==> config.mk <==
export PLATFORM = sky130hd
export DESIGN_NAME = rms_level_of_frame_core
export DESIGN_NICKNAME = d
export VERILOG_FILES = /design/src/design/rmslvl_pkg.sv /design/src/design/rmslvl_front.sv /design/src/design/rmslvl_fifo.sv /design/src/design/rmslvl_back.sv /design/src/design/rms_level_of_frame_core.sv
export SDC_FILE = /design/constraint.sdc
export NUM_CORES = 1
export LEC_CHECK = 0
export BUFFER_PORTS_ARGS = -buffer_cell sky130_fd_sc_hd__buf_2
export CAP_MARGIN = 10
export CORE_ASPECT_RATIO = 1.1
export CORE_MARGIN = 8
export CORE_UTILIZATION = 45
export DETAILED_ROUTE_END_ITERATION = 10
export GPL_TIMING_DRIVEN = 0
export PLACE_DENSITY = 0.66
export REMOVE_ABC_BUFFERS = 1
export SYNTH_ARGS = -nofsm -noshare
export SYNTH_HDL_FRONTEND = slang
export SYNTH_SLANG_ARGS = --single-unit
export TNS_END_PERCENT = 10
==> constraint.sdc <==
create_clock -name clk -period 7.57 [get_ports clk]
set_input_delay 1.514 -clock clk [delete_from_list [all_inputs] [get_ports clk]]
set_output_delay 1.514 -clock clk [all_outputs]
set_load 0.01 [all_outputs]
==> src/design/rmslvl_pkg.sv <==
package rmslvl_pkg;

  // frame length limit and the widths that follow from it
  localparam int unsigned MAX_FRAME = 65536;
  localparam int unsigned CNT_W     = $clog2(MAX_FRAME + 1);
  localparam int unsigned SAMPLE_W  = 16;
  localparam int unsigned SQ_W      = 2 * SAMPLE_W - 1;
  localparam int unsigned SUM_W     = SQ_W - 1 + CNT_W;

  // square root operand and result
  localparam int unsigned ROOT_W    = SAMPLE_W;
  localparam int unsigned MEAN_W    = 2 * ROOT_W;

  // queue between the accumulator and the divide/root unit
  localparam int unsigned QUEUE_DEPTH = 2;

  // finished frame handed to the back end
  typedef struct packed {
    logic [SUM_W-1:0] sum;
    logic [CNT_W-1:0] count;
    logic             ovf;
  } job_t;

endpackage

==> src/design/rmslvl_front.sv <==
module rmslvl_front (
  input  logic                               clk,
  input  logic                               rst,
  input  logic                               in_valid,
  output logic                               in_stall,
  input  logic signed [rmslvl_pkg::SAMPLE_W-1:0] sample,
  input  logic                               last,
  output logic                               push,
  output rmslvl_pkg::job_t                   push_job,
  input  logic                               q_full
);

  localparam int unsigned CNT_W = rmslvl_pkg::CNT_W;
  localparam int unsigned SUM_W = rmslvl_pkg::SUM_W;
  localparam int unsigned SQ_W  = rmslvl_pkg::SQ_W;

  logic                 accept;
  logic                 take;
  logic                 advance;
  logic signed [2*rmslvl_pkg::SAMPLE_W-1:0] prod;
  logic [CNT_W-1:0]     count;
  logic [CNT_W-1:0]     count_inc;
  logic                 ovf;
  logic                 s1_valid;
  logic [SQ_W-1:0]      s1_sq;
  logic                 s1_last;
  logic                 s1_ovf;
  logic [CNT_W-1:0]     s1_count;
  logic [SUM_W-1:0]     sum;
  logic [SUM_W-1:0]     sum_next;

  // transaction acceptance and frame length check
  assign in_stall  = s1_valid && s1_last && q_full;
  assign accept    = in_valid && !in_stall;
  assign take      = count < CNT_W'(rmslvl_pkg::MAX_FRAME);
  assign count_inc = take ? count + CNT_W'(1) : count;
  assign prod      = sample * sample;

  // sample count and overflow flag follow the accepted transactions
  always_ff @(posedge clk) begin
    if (rst) begin
      count <= '0;
      ovf   <= 1'b0;
    end else if (accept) begin
      count <= last ? '0 : count_inc;
      ovf   <= last ? 1'b0 : (ovf || !take);
    end
  end

  // squaring stage
  assign advance = s1_valid && !(s1_last && q_full);

  always_ff @(posedge clk) begin
    if (rst) begin
      s1_valid <= 1'b0;
    end else if (accept) begin
      s1_valid <= 1'b1;
    end else if (advance) begin
      s1_valid <= 1'b0;
    end
  end

  always_ff @(posedge clk) begin
    if (accept) begin
      s1_sq    <= take ? prod[SQ_W-1:0] : '0;
      s1_last  <= last;
      s1_ovf   <= ovf || !take;
      s1_count <= count_inc;
    end
  end

  // sum of squares, handed over on the last sample
  assign sum_next = sum + SUM_W'(s1_sq);
  assign push     = advance && s1_last;

  always_comb begin
    push_job       = '0;
    push_job.sum   = sum_next;
    push_job.count = s1_count;
    push_job.ovf   = s1_ovf;
  end

  always_ff @(posedge clk) begin
    if (rst) begin
      sum <= '0;
    end else if (advance) begin
      sum <= s1_last ? '0 : sum_next;
    end
  end

`ifndef SYNTHESIS
  a_count_limit: assert property (@(posedge clk) disable iff (rst)
    count <= CNT_W'(rmslvl_pkg::MAX_FRAME))
    else $error("sample count beyond frame limit");
`endif

endmodule

==> src/design/rmslvl_fifo.sv <==
module rmslvl_fifo (
  input  logic             clk,
  input  logic             rst,
  input  logic             push,
  input  rmslvl_pkg::job_t push_job,
  output logic             full,
  input  logic             pop,
  output rmslvl_pkg::job_t pop_job,
  output logic             empty
);

  localparam int unsigned DEPTH = rmslvl_pkg::QUEUE_DEPTH;
  localparam int unsigned PTR_W = (DEPTH > 1) ? $clog2(DEPTH) : 1;
  localparam int unsigned FILL_W = $clog2(DEPTH + 1);

  rmslvl_pkg::job_t  slots [DEPTH];
  logic [PTR_W-1:0]  wr_ptr;
  logic [PTR_W-1:0]  rd_ptr;
  logic [FILL_W-1:0] fill;
  logic              do_push;
  logic              do_pop;

  assign full    = fill == FILL_W'(DEPTH);
  assign empty   = fill == '0;
  assign do_push = push && !full;
  assign do_pop  = pop && !empty;
  assign pop_job = slots[rd_ptr];

  // slot storage
  always_ff @(posedge clk) begin
    if (do_push) begin
      slots[wr_ptr] <= push_job;
    end
  end

  // pointers and fill count
  always_ff @(posedge clk) begin
    if (rst) begin
      wr_ptr <= '0;
      rd_ptr <= '0;
      fill   <= '0;
    end else begin
      if (do_push) begin
        wr_ptr <= (wr_ptr == PTR_W'(DEPTH - 1)) ? '0 : wr_ptr + PTR_W'(1);
      end
      if (do_pop) begin
        rd_ptr <= (rd_ptr == PTR_W'(DEPTH - 1)) ? '0 : rd_ptr + PTR_W'(1);
      end
      if (do_push && !do_pop) begin
        fill <= fill + FILL_W'(1);
      end else if (do_pop && !do_push) begin
        fill <= fill - FILL_W'(1);
      end
    end
  end

`ifndef SYNTHESIS
  a_no_push_full: assert property (@(posedge clk) disable iff (rst)
    !(push && full))
    else $error("frame pushed into a full queue");
  a_fill_range: assert property (@(posedge clk) disable iff (rst)
    fill <= FILL_W'(DEPTH))
    else $error("queue fill count out of range");
`endif

endmodule

==> src/design/rmslvl_back.sv <==
module rmslvl_back (
  input  logic                           clk,
  input  logic                           rst,
  input  logic                           q_empty,
  input  rmslvl_pkg::job_t               pop_job,
  output logic                           pop,
  output logic                           out_valid,
  input  logic                           out_stall,
  output logic [rmslvl_pkg::ROOT_W-1:0]  rms_level,
  output logic                           overflow
);

  localparam int unsigned CNT_W   = rmslvl_pkg::CNT_W;
  localparam int unsigned SUM_W   = rmslvl_pkg::SUM_W;
  localparam int unsigned ROOT_W  = rmslvl_pkg::ROOT_W;
  localparam int unsigned MEAN_W  = rmslvl_pkg::MEAN_W;
  localparam int unsigned REM_W   = ROOT_W + 2;
  localparam int unsigned DCNT_W  = $clog2(SUM_W);
  localparam int unsigned SCNT_W  = $clog2(ROOT_W);

  typedef enum logic [3:0] {
    ST_IDLE = 4'b0001,
    ST_DIV  = 4'b0010,
    ST_SQRT = 4'b0100,
    ST_EMIT = 4'b1000
  } state_t;

  state_t             state;
  state_t             state_next;
  logic [DCNT_W-1:0]  dcnt;
  logic [SCNT_W-1:0]  scnt;
  logic [CNT_W-1:0]   divisor;
  logic [CNT_W:0]     drem;
  logic [CNT_W:0]     drem_sh;
  logic               dge;
  logic [SUM_W-1:0]   quo;
  logic [SUM_W-1:0]   quo_next;
  logic [MEAN_W-1:0]  sq_op;
  logic [REM_W-1:0]   srem;
  logic [REM_W+1:0]   srem_sh;
  logic [REM_W+1:0]   trial;
  logic               sge;
  logic [REM_W+1:0]   srem_diff;
  logic [ROOT_W-1:0]  root;
  logic               job_ovf;
  logic               job_zero;
  logic               out_free;

  assign pop      = (state == ST_IDLE) && !q_empty;
  assign out_free = !out_valid || !out_stall;

  // restoring divider step, one quotient bit a cycle
  assign drem_sh  = {drem[CNT_W-1:0], quo[SUM_W-1]};
  assign dge      = drem_sh >= {1'b0, divisor};
  assign quo_next = {quo[SUM_W-2:0], dge};

  // square root step, two operand bits a cycle
  assign srem_sh   = {srem, sq_op[MEAN_W-1:MEAN_W-2]};
  assign trial     = (REM_W + 2)'({root, 2'b01});
  assign sge       = srem_sh >= trial;
  assign srem_diff = srem_sh - trial;

  // sequencer
  always_comb begin
    state_next = state;
    unique case (state)
      ST_IDLE: if (!q_empty) state_next = ST_DIV;
      ST_DIV:  if (dcnt == DCNT_W'(SUM_W - 1)) state_next = ST_SQRT;
      ST_SQRT: if (scnt == SCNT_W'(ROOT_W - 1)) state_next = ST_EMIT;
      ST_EMIT: if (out_free) state_next = ST_IDLE;
      default: state_next = ST_IDLE;
    endcase
  end

  always_ff @(posedge clk) begin
    if (rst) begin
      state <= ST_IDLE;
    end else begin
      state <= state_next;
    end
  end

  // datapath registers
  always_ff @(posedge clk) begin
    unique case (state)
      ST_IDLE: begin
        quo      <= pop_job.sum;
        divisor  <= pop_job.count;
        job_ovf  <= pop_job.ovf;
        job_zero <= pop_job.count == '0;
        drem     <= '0;
        dcnt     <= '0;
      end
      ST_DIV: begin
        drem  <= dge ? drem_sh - {1'b0, divisor} : drem_sh;
        quo   <= quo_next;
        dcnt  <= dcnt + DCNT_W'(1);
        sq_op <= MEAN_W'(quo_next);
        srem  <= '0;
        root  <= '0;
        scnt  <= '0;
      end
      ST_SQRT: begin
        sq_op <= {sq_op[MEAN_W-3:0], 2'b00};
        srem  <= sge ? srem_diff[REM_W-1:0] : srem_sh[REM_W-1:0];
        root  <= {root[ROOT_W-2:0], sge};
        scnt  <= scnt + SCNT_W'(1);
      end
      ST_EMIT: begin
      end
      default: begin
      end
    endcase
  end

  // output register
  always_ff @(posedge clk) begin
    if (rst) begin
      out_valid <= 1'b0;
    end else if (state == ST_EMIT && out_free) begin
      out_valid <= 1'b1;
    end else if (!out_stall) begin
      out_valid <= 1'b0;
    end
  end

  always_ff @(posedge clk) begin
    if (state == ST_EMIT && out_free) begin
      rms_level <= job_zero ? '0 : root;
      overflow  <= job_ovf;
    end
  end

`ifndef SYNTHESIS
  a_mean_fits: assert property (@(posedge clk) disable iff (rst)
    (state == ST_DIV && state_next == ST_SQRT && !job_zero)
      |-> (quo_next >> MEAN_W) == '0)
    else $error("frame mean wider than root operand");
  a_root_range: assert property (@(posedge clk) disable iff (rst)
    (state == ST_EMIT) |-> root <= ROOT_W'(1 << (ROOT_W - 1)))
    else $error("root above full scale");
`endif

endmodule

==> src/design/rms_level_of_frame_core.sv <==
// frame rms level meter: squares and sums samples at one transaction per cycle
// while in_stall is low; in_stall rises when a frame's last sample finds the queue full
// the mean comes from a bit-serial divider and the level from a bit-serial root
// the back end takes one frame at a time and a two-entry queue holds finished
// frames, so shorter frames may see stall
// synchronous active-high reset clears the accumulators, the queue and the output
module rms_level_of_frame_core (
  input  logic                                  clk,
  input  logic                                  rst,
  input  logic                                  in_valid,
  output logic                                  in_stall,
  input  logic signed [rmslvl_pkg::SAMPLE_W-1:0] sample,
  input  logic                                  last,
  output logic                                  out_valid,
  input  logic                                  out_stall,
  output logic [rmslvl_pkg::ROOT_W-1:0]         rms_level,
  output logic                                  overflow
);

  logic             push;
  logic             q_full;
  logic             q_empty;
  logic             pop;
  rmslvl_pkg::job_t push_job;
  rmslvl_pkg::job_t pop_job;

  // accumulate squares and sample count per frame
  rmslvl_front u_front (
    .clk      (clk),
    .rst      (rst),
    .in_valid (in_valid),
    .in_stall (in_stall),
    .sample   (sample),
    .last     (last),
    .push     (push),
    .push_job (push_job),
    .q_full   (q_full)
  );

  // finished frames waiting for the divide and root
  rmslvl_fifo u_fifo (
    .clk      (clk),
    .rst      (rst),
    .push     (push),
    .push_job (push_job),
    .full     (q_full),
    .pop      (pop),
    .pop_job  (pop_job),
    .empty    (q_empty)
  );

  // mean and square root, then the result register
  rmslvl_back u_back (
    .clk       (clk),
    .rst       (rst),
    .q_empty   (q_empty),
    .pop_job   (pop_job),
    .pop       (pop),
    .out_valid (out_valid),
    .out_stall (out_stall),
    .rms_level (rms_level),
    .overflow  (overflow)
  );

endmodule

Yosys cells after proc, flatten, opt, wreduce, memory -nomap -nowiden
Memory sizes are Yosys's and may differ from the RTL's. A register that Yosys moved wholly into a read port is not among the register bits.
Cells that the tools add are included.

storage, ports and cells
  memories = 1
  RAM bits = 130
  flip-flop bits (word level) = 301
  word-level logic and storage cells = 112

memories
  name          words  width  rd ports  clocked after Yosys merged registers in  wr ports  line               text
  u_fifo.slots  2      65     1         1                                        1         rmslvl_fifo.sv:16  rmslvl_pkg::job_t slots [DEPTH];

cells by class
  equality and inequality tests = 12
  $mul = 1
  add/sub/neg operators = 10
  muxes and demuxes = 30
  reductions and logical operators = 30
  magnitude comparators = 3

operator list
  cell                                                              count
  47-bit case mux with 2 select lines                               1
  32-bit case mux with 2 select lines                               1
  17-bit 2-to-1 mux                                                 3
  47-bit by 31-bit adder with 47-bit output                         1
  47-bit 2-to-1 mux                                                 1
  18-bit case mux with 2 select lines                               1
  17-bit case mux with 2 select lines                               1
  16-bit case mux with 2 select lines                               1
  16-bit by 16-bit multiplier with 31-bit output                    1
  20-bit by 18-bit >= comparator with 1-bit output                  1
  18-bit by 17-bit >= comparator with 1-bit output                  1
  18-bit 2-to-1 mux                                                 1
  18-bit subtractor                                                 1
  17-bit by 1-bit adder with 17-bit output (second input constant)  1
  17-bit logical NOT                                                1
  17-bit less-than comparator (second input constant)               1
  17-bit subtractor                                                 1
  4-bit 2-to-1 mux                                                  4
  4-bit case mux with 4 select lines                                1
  1-bit logical AND                                                 12
  6-bit case mux with 2 select lines                                1
  1-bit 2-to-1 mux                                                  11
  1-bit logical NOT                                                 9
  4-bit equality test (second input constant)                       2
  18 further kinds                                                  27

Logic depth before layout (Yosys ltp)
Gate-level depths: netlist of run 1.

  word-level depth = 10
  gate-level depth with buffers = 25
  depth with buffers taken out = 24

By module
From an unflattened synthesis of run 1, not the netlist that was laid out.

unflattened totals
  cells, all modules = 2850
  area, all modules = 29618.4 um2

modules (own cells, without submodules)
  module        area each (um2)  cells an instance  times used
  rmslvl_front  15635.0          1769               1
  rmslvl_back   9082.5           854                1
  rmslvl_fifo   4901.0           227                1

Worst setup path after synthesis of run 1
OpenSTA, ideal clock, no wires.

  path type = input -> register
  start point = input port sample[4] in the netlist's numbering
  end point = register u_front.s1_sq[30], data pin
  path buffers = 2
  cell stages on the path = 22
  library setup time = 266 ps
  arrival time = 7290 ps
  setup slack = 14 ps
  data required time = 7304 ps
  path through = clkbuf_1 clkbuf_1 nand2_1 fa_1 fa_1 fa_1 inv_1 fa_1 fa_1 inv_1 fa_1 inv_1 ha_1 a211oi_1 o21ai_0 a31o_2 a31o_2 a41oi_1 a21oi_1 a221oi_1 xnor2_1 nor2_1

on the way
  longest elaborated chain between the ends = 1

ends and longest elaborated chain
  item                                            line                           text
  start: declaration                              rms_level_of_frame_core.sv:12  input logic signed [rmslvl_pkg::SAMPLE_W-1:0] sample,
  16-bit by 16-bit multiplier with 31-bit output  rmslvl_front.sv:37             assign prod = sample * sample;
  end signal: assignment                          rmslvl_front.sv:65             s1_sq <= take ? prod[SQ_W-1:0] : '0;
  end: declaration                                rmslvl_front.sv:25             logic [SQ_W-1:0] s1_sq;

No other way between the ends.
A chain may end at the register's enable or synchronous reset.

Worst setup path after layout of run 1
  start point = input port sample[9] in the netlist's numbering
  end point = register u_front.s1_sq[29], data pin

The elaborated chain is that of the path after synthesis.

==> results of run 1 <==
[power breakdown]
group / internal (W) / switching (W) / total (W) / leakage (nW)
combinational: 0.00403 / 0.00550 / 0.00953 / 8.92
sequential: 0.00363 / 0.000225 / 0.00385 / 3.98
clock: 0.00125 / 0.000895 / 0.00214 / 0.695
[metal layers]
| layer | global-route usage (%) | vias up |
|---|---|---|
| li1 | - | 9109 |
| met1 | 18.70 | 9037 |
| met2 | 27.65 | 352 |
| met3 | 1.539 | 87 |
| met4 | 5.034 | 0 |
| met5 | 0 | - |
[logic make-up (layout without fill, tap and decap cells)]
kind of cell               after synthesis  in the layout  share of synthesized area (%)
and+or+nand+nor                        733            733                          11.31
xor gates and xnor gates               130            130                          3.952
DFF                                    431            431                          42.28
buffers and inverters                  511            566                          6.696
AOI/OAI and AO/OA                      406            406                          9.415
adders and majority gates              389            389                          22.91
muxes                                   96             96                          3.431
[registers in the layout, indices dropped and copies added, names as in the netlist, 2 cells and up, named ones only]
| name | cells |
|---|---|
| u_back.rms_level | 16 |
| u_fifo.slots | 130 |
| u_back.srem | 18 |
| u_front.s1_sq | 30 |
| u_front.s1_count | 17 |
| u_back.drem | 17 |
| u_back.sq_op | 32 |
| u_back.dcnt | 6 |
| u_back.state | 4 |
| u_front.sum | 47 |
| u_back.quo | 47 |
| u_back.scnt | 4 |
| u_back.divisor | 17 |
| u_front.count | 17 |
| u_fifo.fill | 2 |
| u_back.root | 16 |
[cells in the final DEF (no fill, tap or decap), types with 7 or more instances in the layout]
cell type / netlist / layout
clkinvlp_4: 0 / 8
edfxtp_1: 355 / 355
a31oi_1: 20 / 20
buf_2: 9 / 35
ha_1: 158 / 158
buf_4: 0 / 23
nor4_1: 11 / 10
nand3b_1: 10 / 10
a21oi_1: 82 / 78
or2_2: 8 / 8
fa_1: 231 / 231
a31o_2: 7 / 7
nor2b_1: 16 / 16
o211ai_1: 8 / 8
nand4_1: 10 / 10
a22oi_1: 33 / 33
o21ai_0: 105 / 105
inv_1: 414 / 408
xnor2_1: 78 / 78
dfxtp_1: 76 / 75
and2_1: 40 / 40
mux2_2: 22 / 22
o21bai_1: 8 / 8
a211oi_1: 18 / 18
a21o_1: 43 / 43
nand2b_1: 16 / 16
nand3_1: 47 / 47
o21a_1: 12 / 12
and3_1: 21 / 20
mux2i_1: 74 / 74
nor2_1: 238 / 235
xor2_1: 52 / 52
nand2_1: 274 / 271
o31ai_1: 7 / 7
clkbuf_16: 0 / 43
nor3_1: 21 / 21
clkinv_2: 0 / 8
[path summary, 6_finish.rpt]
check / endpoint / slack (ns)
hold / removal: u_fifo.slots[1][6] / 0.45
setup / recovery: u_front.s1_sq[29] / 0.24
setup reg to reg: u_back.drem[3] / 3.76
hold reg to reg: u_fifo.slots[1][6] / 0.45
[area by class of cell]
type	count	area, um2
Tap cell	841	1052
Inverter	415	1577
Sequential cell	431	12190
Clock inverter	27	291.5
Fill cell	5623	31810
Clock buffer	50	1132
Multi-Input combinational cell	1754	14780
Timing Repair Buffer	74	640.6
[synth_stat cells (18+ instances only)]
cell type | number | area (um2)
a211oi_1 | 18 | 135.1
a22oi_1 | 33 | 247.7
o21ai_0 | 105 | 525.5
and2_1 | 40 | 250.2
a21o_1 | 43 | 322.8
nand2_1 | 274 | 1028
clkbuf_1 | 80 | 300.3
ha_1 | 158 | 1977
fa_1 | 231 | 4624
mux2_2 | 22 | 247.7
nor2_1 | 238 | 893.4
dfxtp_1 | 76 | 1521
edfxtp_1 | 355 | 10660
a31oi_1 | 20 | 125.1
nand3_1 | 47 | 235.2
and3_1 | 21 | 131.4
mux2i_1 | 74 | 740.7
a21oi_1 | 82 | 410.4
inv_1 | 414 | 1554
xor2_1 | 52 | 455.4
nor3_1 | 21 | 105.1
xnor2_1 | 78 | 683.2
[worst max-delay path: cells and delay by family]
family | cells | cell delay [ns]
and+or+nand+nor | 1 | 0.23
adders and majority gates | 7 | 3.38
buffers and inverters | 7 | 0.64
muxes | 1 | 0.34
AOI/OAI and AO/OA | 8 | 1.50
[metrics by stage]
step	setup slack [ns]	hold WS, ns
2_1_floorplan	0.2487	0.4003
3_3_place_gp	-2.659	0.4278
3_5_place_dp	-0.7886	0.4355
4_1_cts	-0.01692	0.4452
5_1_grt	0.01244	0.4671
6_report	0.2445	0.4463
[what timing repair did]
item,4_1_cts,5_1_grt
setup buffers,3,6
endpoints found under the setup margin,4,8
cloned,0,0
resized for setup,3,13
hold buffers,0,0
==> impl_summary.txt, run 1 <==
----------------------------------------------------
[Worst setup path]
  CP required ... 7.86 ns
  Crit path launch type ... primary input
  WS Path Type ... primary input to register
  Maximum single-stage delay on the critical path ... 0.54 ns
  Maximum fanout along the worst path ... 18
  Cell count of the worst reg-to-reg path ... 13
  R2R Path Start ... u_back.quo[46]
  Master of the slowest instance on the critical path ... fa_1
  Kind of capture point of the worst setup path ... register
  Critical-path cell list ... buf_2, and2_1, inv_1, fa_1, inv_1, fa_1, inv_1, fa_1, inv_1, fa_1, fa_1, inv_1, fa_1, inv_1, ha_1, a21o_1, a21o_1, a21oi_1, a21boi_0, a21bo_2, a21oi_4, a21oi_1, o31a_1, mux2_2
  Worst setup startpoint ... sample[9]
  Data arrival at the endpoint of the critical path ... 7.61 ns

[Floorplan]
  Total Die Area ... 72390 um2
  CORE AREA ... 63470 um2
  Number of standard-cell rows in the floorplan ... 97
  Initial standard-cell utilization of the core ... 45.39%
  Num ports ... 40
  Vertical die dimension ... 281.4 um
  Overall die width ... 257.3 um

[CTS]
  Clock-pin slew on the worst setup and hold paths ... 0.06 ns
  # clock sinks ... 431
  Number of buffers on the longest clock path ... 3
  Latest clock arrival within the worst-skew pair ... 0.55 ns
  Root Buffer Master ... clkbuf_16
  H-tree levels ... 2
  CTS tree ... done
  Number of CTS-inserted buffers ... 42

[Global routing]
  First-pass GRT wire length ... 93.67 mm
  Initial antenna violation count ... 0
  Overall Global Routing Usage ... 15.16%
  Largest net degree at the start of global routing ... 71
  Total overflow reported by the global router ... 0
  Via count of the first global-routing pass ... 19712

[Timing]
  Sum of negative setup slack ... 0 ns
  Final-report max-slew violation count ... 0
  Unrepaired setup endpoints after global routing ... false
  Relative slew slack ... 34.73%
  Achievable frequency ... 136.5 MHz
  # setup viols final ... 0
  Final min period ... 7.325 ns
  Total count of hold-check failures in the final report ... 0
  Max Clock Skew ... 0.01705 ns
  Part of the cycle the worst path needs ... 96.77%
  Actual transition at the worst max-transition pin ... 0.9664 ns

[Job]
  Maximum Capacitance Violations ... 0

[Route]
  Per-cell routed wire length ... 15.36 um
  DRC violation total after the first TritonRoute iteration ... 984
  Routed length on met1 ... 24.34 mm
  Detailed-routed wire length on met2 ... 27.52 mm
  Routed WL ... 55.16 mm
  Uppermost layer routed ... met4
  Drt via density ... 5.174
  Total via count after detailed routing ... 18585
  DRT antenna net count ... 0
  Met3 Routed Length ... 1.906 mm
  Number of detailed-route iterations in the first pass ... 5
  Remaining routing DRC violations ... 0

[Synth]
  Fraction of synthesis flops using an asynchronous set or reset pin ... 0%
  Number of distinct library cell variants in the gate-level netlist after synthesis ... 75
  Sequential fraction of the synthesis area ... 42.28%
  Post-Syn Area per Cell ... 10.69 um2
  Synth warnings ... 0
  EDFF count, synth ... 355
  Flops & latches, synth ... 431
  Predominant post-synthesis flop cell ... edfxtp_1
  Post-Synthesis Cells ... 2696
  Netlist area before placement ... 28810 um2

[Pwr]
  Standby leakage power ... 13.59 nW
  PD cells ... 490.4 nW/um2
  Peak ir drop on the vdd network ... 0.4311 mV
  Total Power ... 0.01553 W

[Cells and area]
  Diode insertion count for antenna repair ... 0
  Area Growth Syn to Fin ... 9.897%
  Net total in the final layout ... 3128
  Final cell area excluding filler cells ... 31660 um2
  Non-filler cells in the finished layout ... 3592
  Share of layout cells above drive strength 1 ... 7.706%
  Utilization after layout ... 49.88%

[Min path]
  Number of cells on the worst hold path ... 0
  Startpoint of the most critical hold path ... u_front.s1_count[5]
  Hold crit path type ... register to register

[Placed design]
  Placed cell count ... 3505
  Total of buffers placed on input and output ports ... 39
  GPL Wtd Cong ... 0.8496
  Cell area after placement ... 30090 um2
  Final HPWL from detailed placement ... 41.64 mm

[Status]
  Status ... complete, no violations

----------------------------------------------------
No activity file was read; power rests on OpenSTA's default activity.
==> inputs of run 2 (changes only) <==
--- a/config.mk
+++ b/config.mk
@@ -10,9 +10,11 @@
 export CORE_ASPECT_RATIO = 1.1
 export CORE_MARGIN = 8
 export CORE_UTILIZATION = 45
+export CTS_BUF_LIST = sky130_fd_sc_hd__clkbuf_4 sky130_fd_sc_hd__clkbuf_8 sky130_fd_sc_hd__clkbuf_16
 export DETAILED_ROUTE_END_ITERATION = 10
 export GPL_TIMING_DRIVEN = 0
 export PLACE_DENSITY = 0.66
+export RECOVER_POWER = 50
 export REMOVE_ABC_BUFFERS = 1
 export SYNTH_ARGS = -nofsm -noshare
 export SYNTH_HDL_FRONTEND = slang
==> run 2 against run 1 <==
  * The run now ends with capacitance limit, slew limit left
  * Via count rose by 0.41%
  * Clock-buffer cell count unchanged
  * Fmax up 0.20%
  * First-iteration DRC count down 5.8%
  * Register-to-register slack got worse by 0.70 ns
  * Sequential power is essentially flat
  * Global-route usage is essentially flat
  * Design area decreased by 0.49%
==> impl_summary.txt, run 2 (synthesis results as in run 1) <==
----------------------------------------------------
[Pwr]
  Clock power share ... 13.9% (about the same)
  Power Internal ... 0.008926 W (+0.21%)
  PD cells ... 493.1 nW/um2 (+0.54%)
  Net switching fraction of the power ... 42.54% (-0.092 points)
  Psw ... 0.006609 W (-0.17%)
  Standby leakage power ... 13.53 nW (-0.46%)
  Comb power frac ... 61.2% (-0.2 points)
  Peak ir drop on the vdd network ... 0.4311 mV (about the same)
  Sequential share of power ... 24.9% (about the same)

[Cells and area]
  Non-filler cells in the finished layout ... 3592 (unchanged)
  Commonest cells after routing, fill and taps aside ... inv_1 (408), edfxtp_1 (355), nand2_1 (273), nor2_1 (236), fa_1 (231)
  Area used by multi-input combinational logic ... 14720 um2 (-0.46%)
  Area Growth Syn to Fin ... 9.354%
  Most frequent standard cell in the layout excluding fill and tap cells ... inv_1
  Largest register FFs ... 130 (unchanged)
  Register area ... 12180 um2 (about the same)
  Diode insertion count for antenna repair ... 0 (unchanged)
  Share of layout cells above drive strength 1 ... 6.616% (-1.1 points)
  Register bank with the most flops ... u_fifo.slots
  Top flop regs ... u_fifo.slots: 130 flops, u_back.quo: 47 flops, u_front.sum: 47 flops
  Net total in the final layout ... 3128 (unchanged)
  Fillcell total ... 5637 (+0.25%)

[Global routing]
  Largest net degree at the start of global routing ... 71 (unchanged)
  Via count of the first global-routing pass ... 19696 (-0.081%)
  Initial antenna violation count ... 0 (unchanged)
  Total overflow reported by the global router ... 0 (unchanged)
  First-pass GRT wire length ... 93.64 mm (about the same)
  Overall Global Routing Usage ... 15.16% (about the same)

[Route]
  Total via count after detailed routing ... 18662 (+0.41%)
  Number of detailed-route iterations in the first pass ... 8 (+3)
  Drt via density ... 5.195 (+0.41%)
  Per-cell routed wire length ... 15.37 um (about the same)
  Remaining routing DRC violations ... 0 (unchanged)
  DRC violation total after the first TritonRoute iteration ... 927 (-5.8%)
  Routed WL ... 55.20 mm (about the same)
  DRT antenna net count ... 0 (unchanged)

[Worst setup path]
  CP required ... 7.86 ns (about the same)
  WS Path Type ... primary input to register
  Kind of capture point of the worst setup path ... register
  R2R setup slack ... 3.06 ns (-0.70 ns)
  Maximum fanout along the worst path ... 18 (unchanged)
  Crit path launch type ... primary input
  Data arrival at the endpoint of the critical path ... 7.60 ns (about the same)

[Timing]
  Unrepaired setup endpoints after global routing ... false
  Part of the cycle the worst path needs ... 96.57% (-0.20 points)
  # setup viols final ... 0 (unchanged)
  Hold Slack ... 0.4471 ns (+0.0008650 ns)
  Final min period ... 7.311 ns (-0.01481 ns)
  Final-report max-slew violation count ... 233 (+233)
  Total count of hold-check failures in the final report ... 0 (unchanged)
  Relative slew slack ... -135.7% (-170 points)
  Achievable frequency ... 136.8 MHz (+0.20%)
  Max Clock Skew ... 0.01705 ns (-0.000008300 ns)
  Actual transition at the worst max-transition pin ... 3.535 ns (+2.568 ns)

[CTS]
  Number of buffers on the longest clock path ... 3 (unchanged)
  Latest clock arrival within the worst-skew pair ... 0.54 ns (about the same)
  Root Buffer Master ... clkbuf_16
  # clock sinks ... 431 (unchanged)
  H-tree levels ... 2 (unchanged)
  Number of CTS-inserted buffers ... 42 (unchanged)
  Clock-pin slew on the worst setup and hold paths ... 0.06 ns (about the same)
  Hold_buf cts ... 0 (unchanged)
  CTS tree ... done

[Floorplan]
  Vertical die dimension ... 281.4 um (unchanged)
  Initial standard-cell utilization of the core ... 45.39% (unchanged)
  Total Die Area ... 72390 um2 (unchanged)
  Overall die width ... 257.3 um (unchanged)
  Number of standard-cell rows in the floorplan ... 97 (unchanged)
  Num ports ... 40 (unchanged)
  CORE AREA ... 63470 um2 (unchanged)

[Status]
  Violations in the final reports ... capacitance limit, slew limit
  Status ... finished, violations left

[Placed design]
  Total of buffers placed on input and output ports ... 39 (unchanged)
  Placed cell count ... 3505 (unchanged)
  Final HPWL from detailed placement ... 41.64 mm (unchanged)
  GPL Wtd Cong ... 0.8496 (unchanged)

[Job]
  Maximum Capacitance Violations ... 5 (+5)

[Min path]
  Hold crit path type ... register to register

----------------------------------------------------
-- run 2: cell types whose count changed in the layout (fill, tap and decap cells not counted), moves of 3 or more --
cell      before  now
mux2_2        22    6
mux2_1         0   16
and2_1        40   37
buf_8          4    1
clkbuf_4       3    7
clkbuf_1       4    8
and2_0         1    4
-- run 2: timing repair --
action,CTS,global route
setup endpoints to repair,4,8
cloned,0,0
gates resized for setup,3,13
setup buffers,3,6
-- run 2: layout make-up --
cell class | count | area share (%)
repair buffers | 74 | 1.716
flip-flops and latches | 431 | 38.66
well taps | 841 | 3.340
inverters | 415 | 5.004
clock buffers | 50 | 3.642
clock inverters | 27 | 0.9253
multi-input cells | 1754 | 46.71
-- run 2: per-stage QoR --
stage                     setup WS [ns]  setup TNS [ns]  cell area [um2]  utilization, %  total power (W)
after global placement           -2.659         -124.08            29690           46.77          0.01292
after detailed placement        -0.7886          -4.926            30090           47.41          0.01325
after floorplan                  0.2487               0            28440               -          0.01132
after global routing            0.01244               0            31510           49.64          0.01708
final                            0.2593               0            31510           49.64          0.01554
after CTS                      -0.01692        -0.01692            31560           49.73          0.01549
-- run 2: critical path, cell delays in order --
cell      delay (ns)
buf_2           0.31
and2_1          0.23
inv_1           0.07
fa_1            0.50
inv_1           0.05
fa_1            0.50
inv_1           0.05
fa_1            0.47
inv_1           0.05
fa_1            0.50
fa_1            0.54
inv_1           0.05
fa_1            0.52
inv_1           0.04
ha_1            0.35
a21o_1          0.21
a21o_1          0.18
a21oi_1         0.22
a21boi_0        0.11
a21bo_2         0.24
a21oi_4         0.07
a21oi_1         0.29
o31a_1          0.18
mux2_2          0.34
-- run 2: routing by layer --
metal  share of wire, %  vias to the layer above  track usage [%]  wire length (um)
li1                   -                     9103                -                 -
met1                 44                     9113            18.72             24470
met2                 50                      356            27.62             27520
met3                3.3                       90            1.539              1804
met4                2.5                        0            5.034              1403
met5                  0                        -                0                 0
-- run 2: final timing paths --
| path | to | cells past startpoint | from |
|---|---|---|---|
| max | u_front.s1_sq[29] | 24 | sample[9] |
| min | u_fifo.slots[1][6] | 0 | u_front.s1_count[5] |
| min reg2reg | u_fifo.slots[1][6] | 0 | u_front.s1_count[5] |
| max reg2reg | u_back.quo[27] | 3 | register |
-- run 2: power by group through the flow --
stage	registers (W)	clock network (W)	logic, W
after floorplan	0.00389	0	0.00744
after global placement	0.00399	0	0.00893
after detailed placement	0.00390	0	0.00935
after CTS	0.00386	0.00222	0.00941
after global routing	0.00392	0.00231	0.0109
final	0.00387	0.00216	0.00951
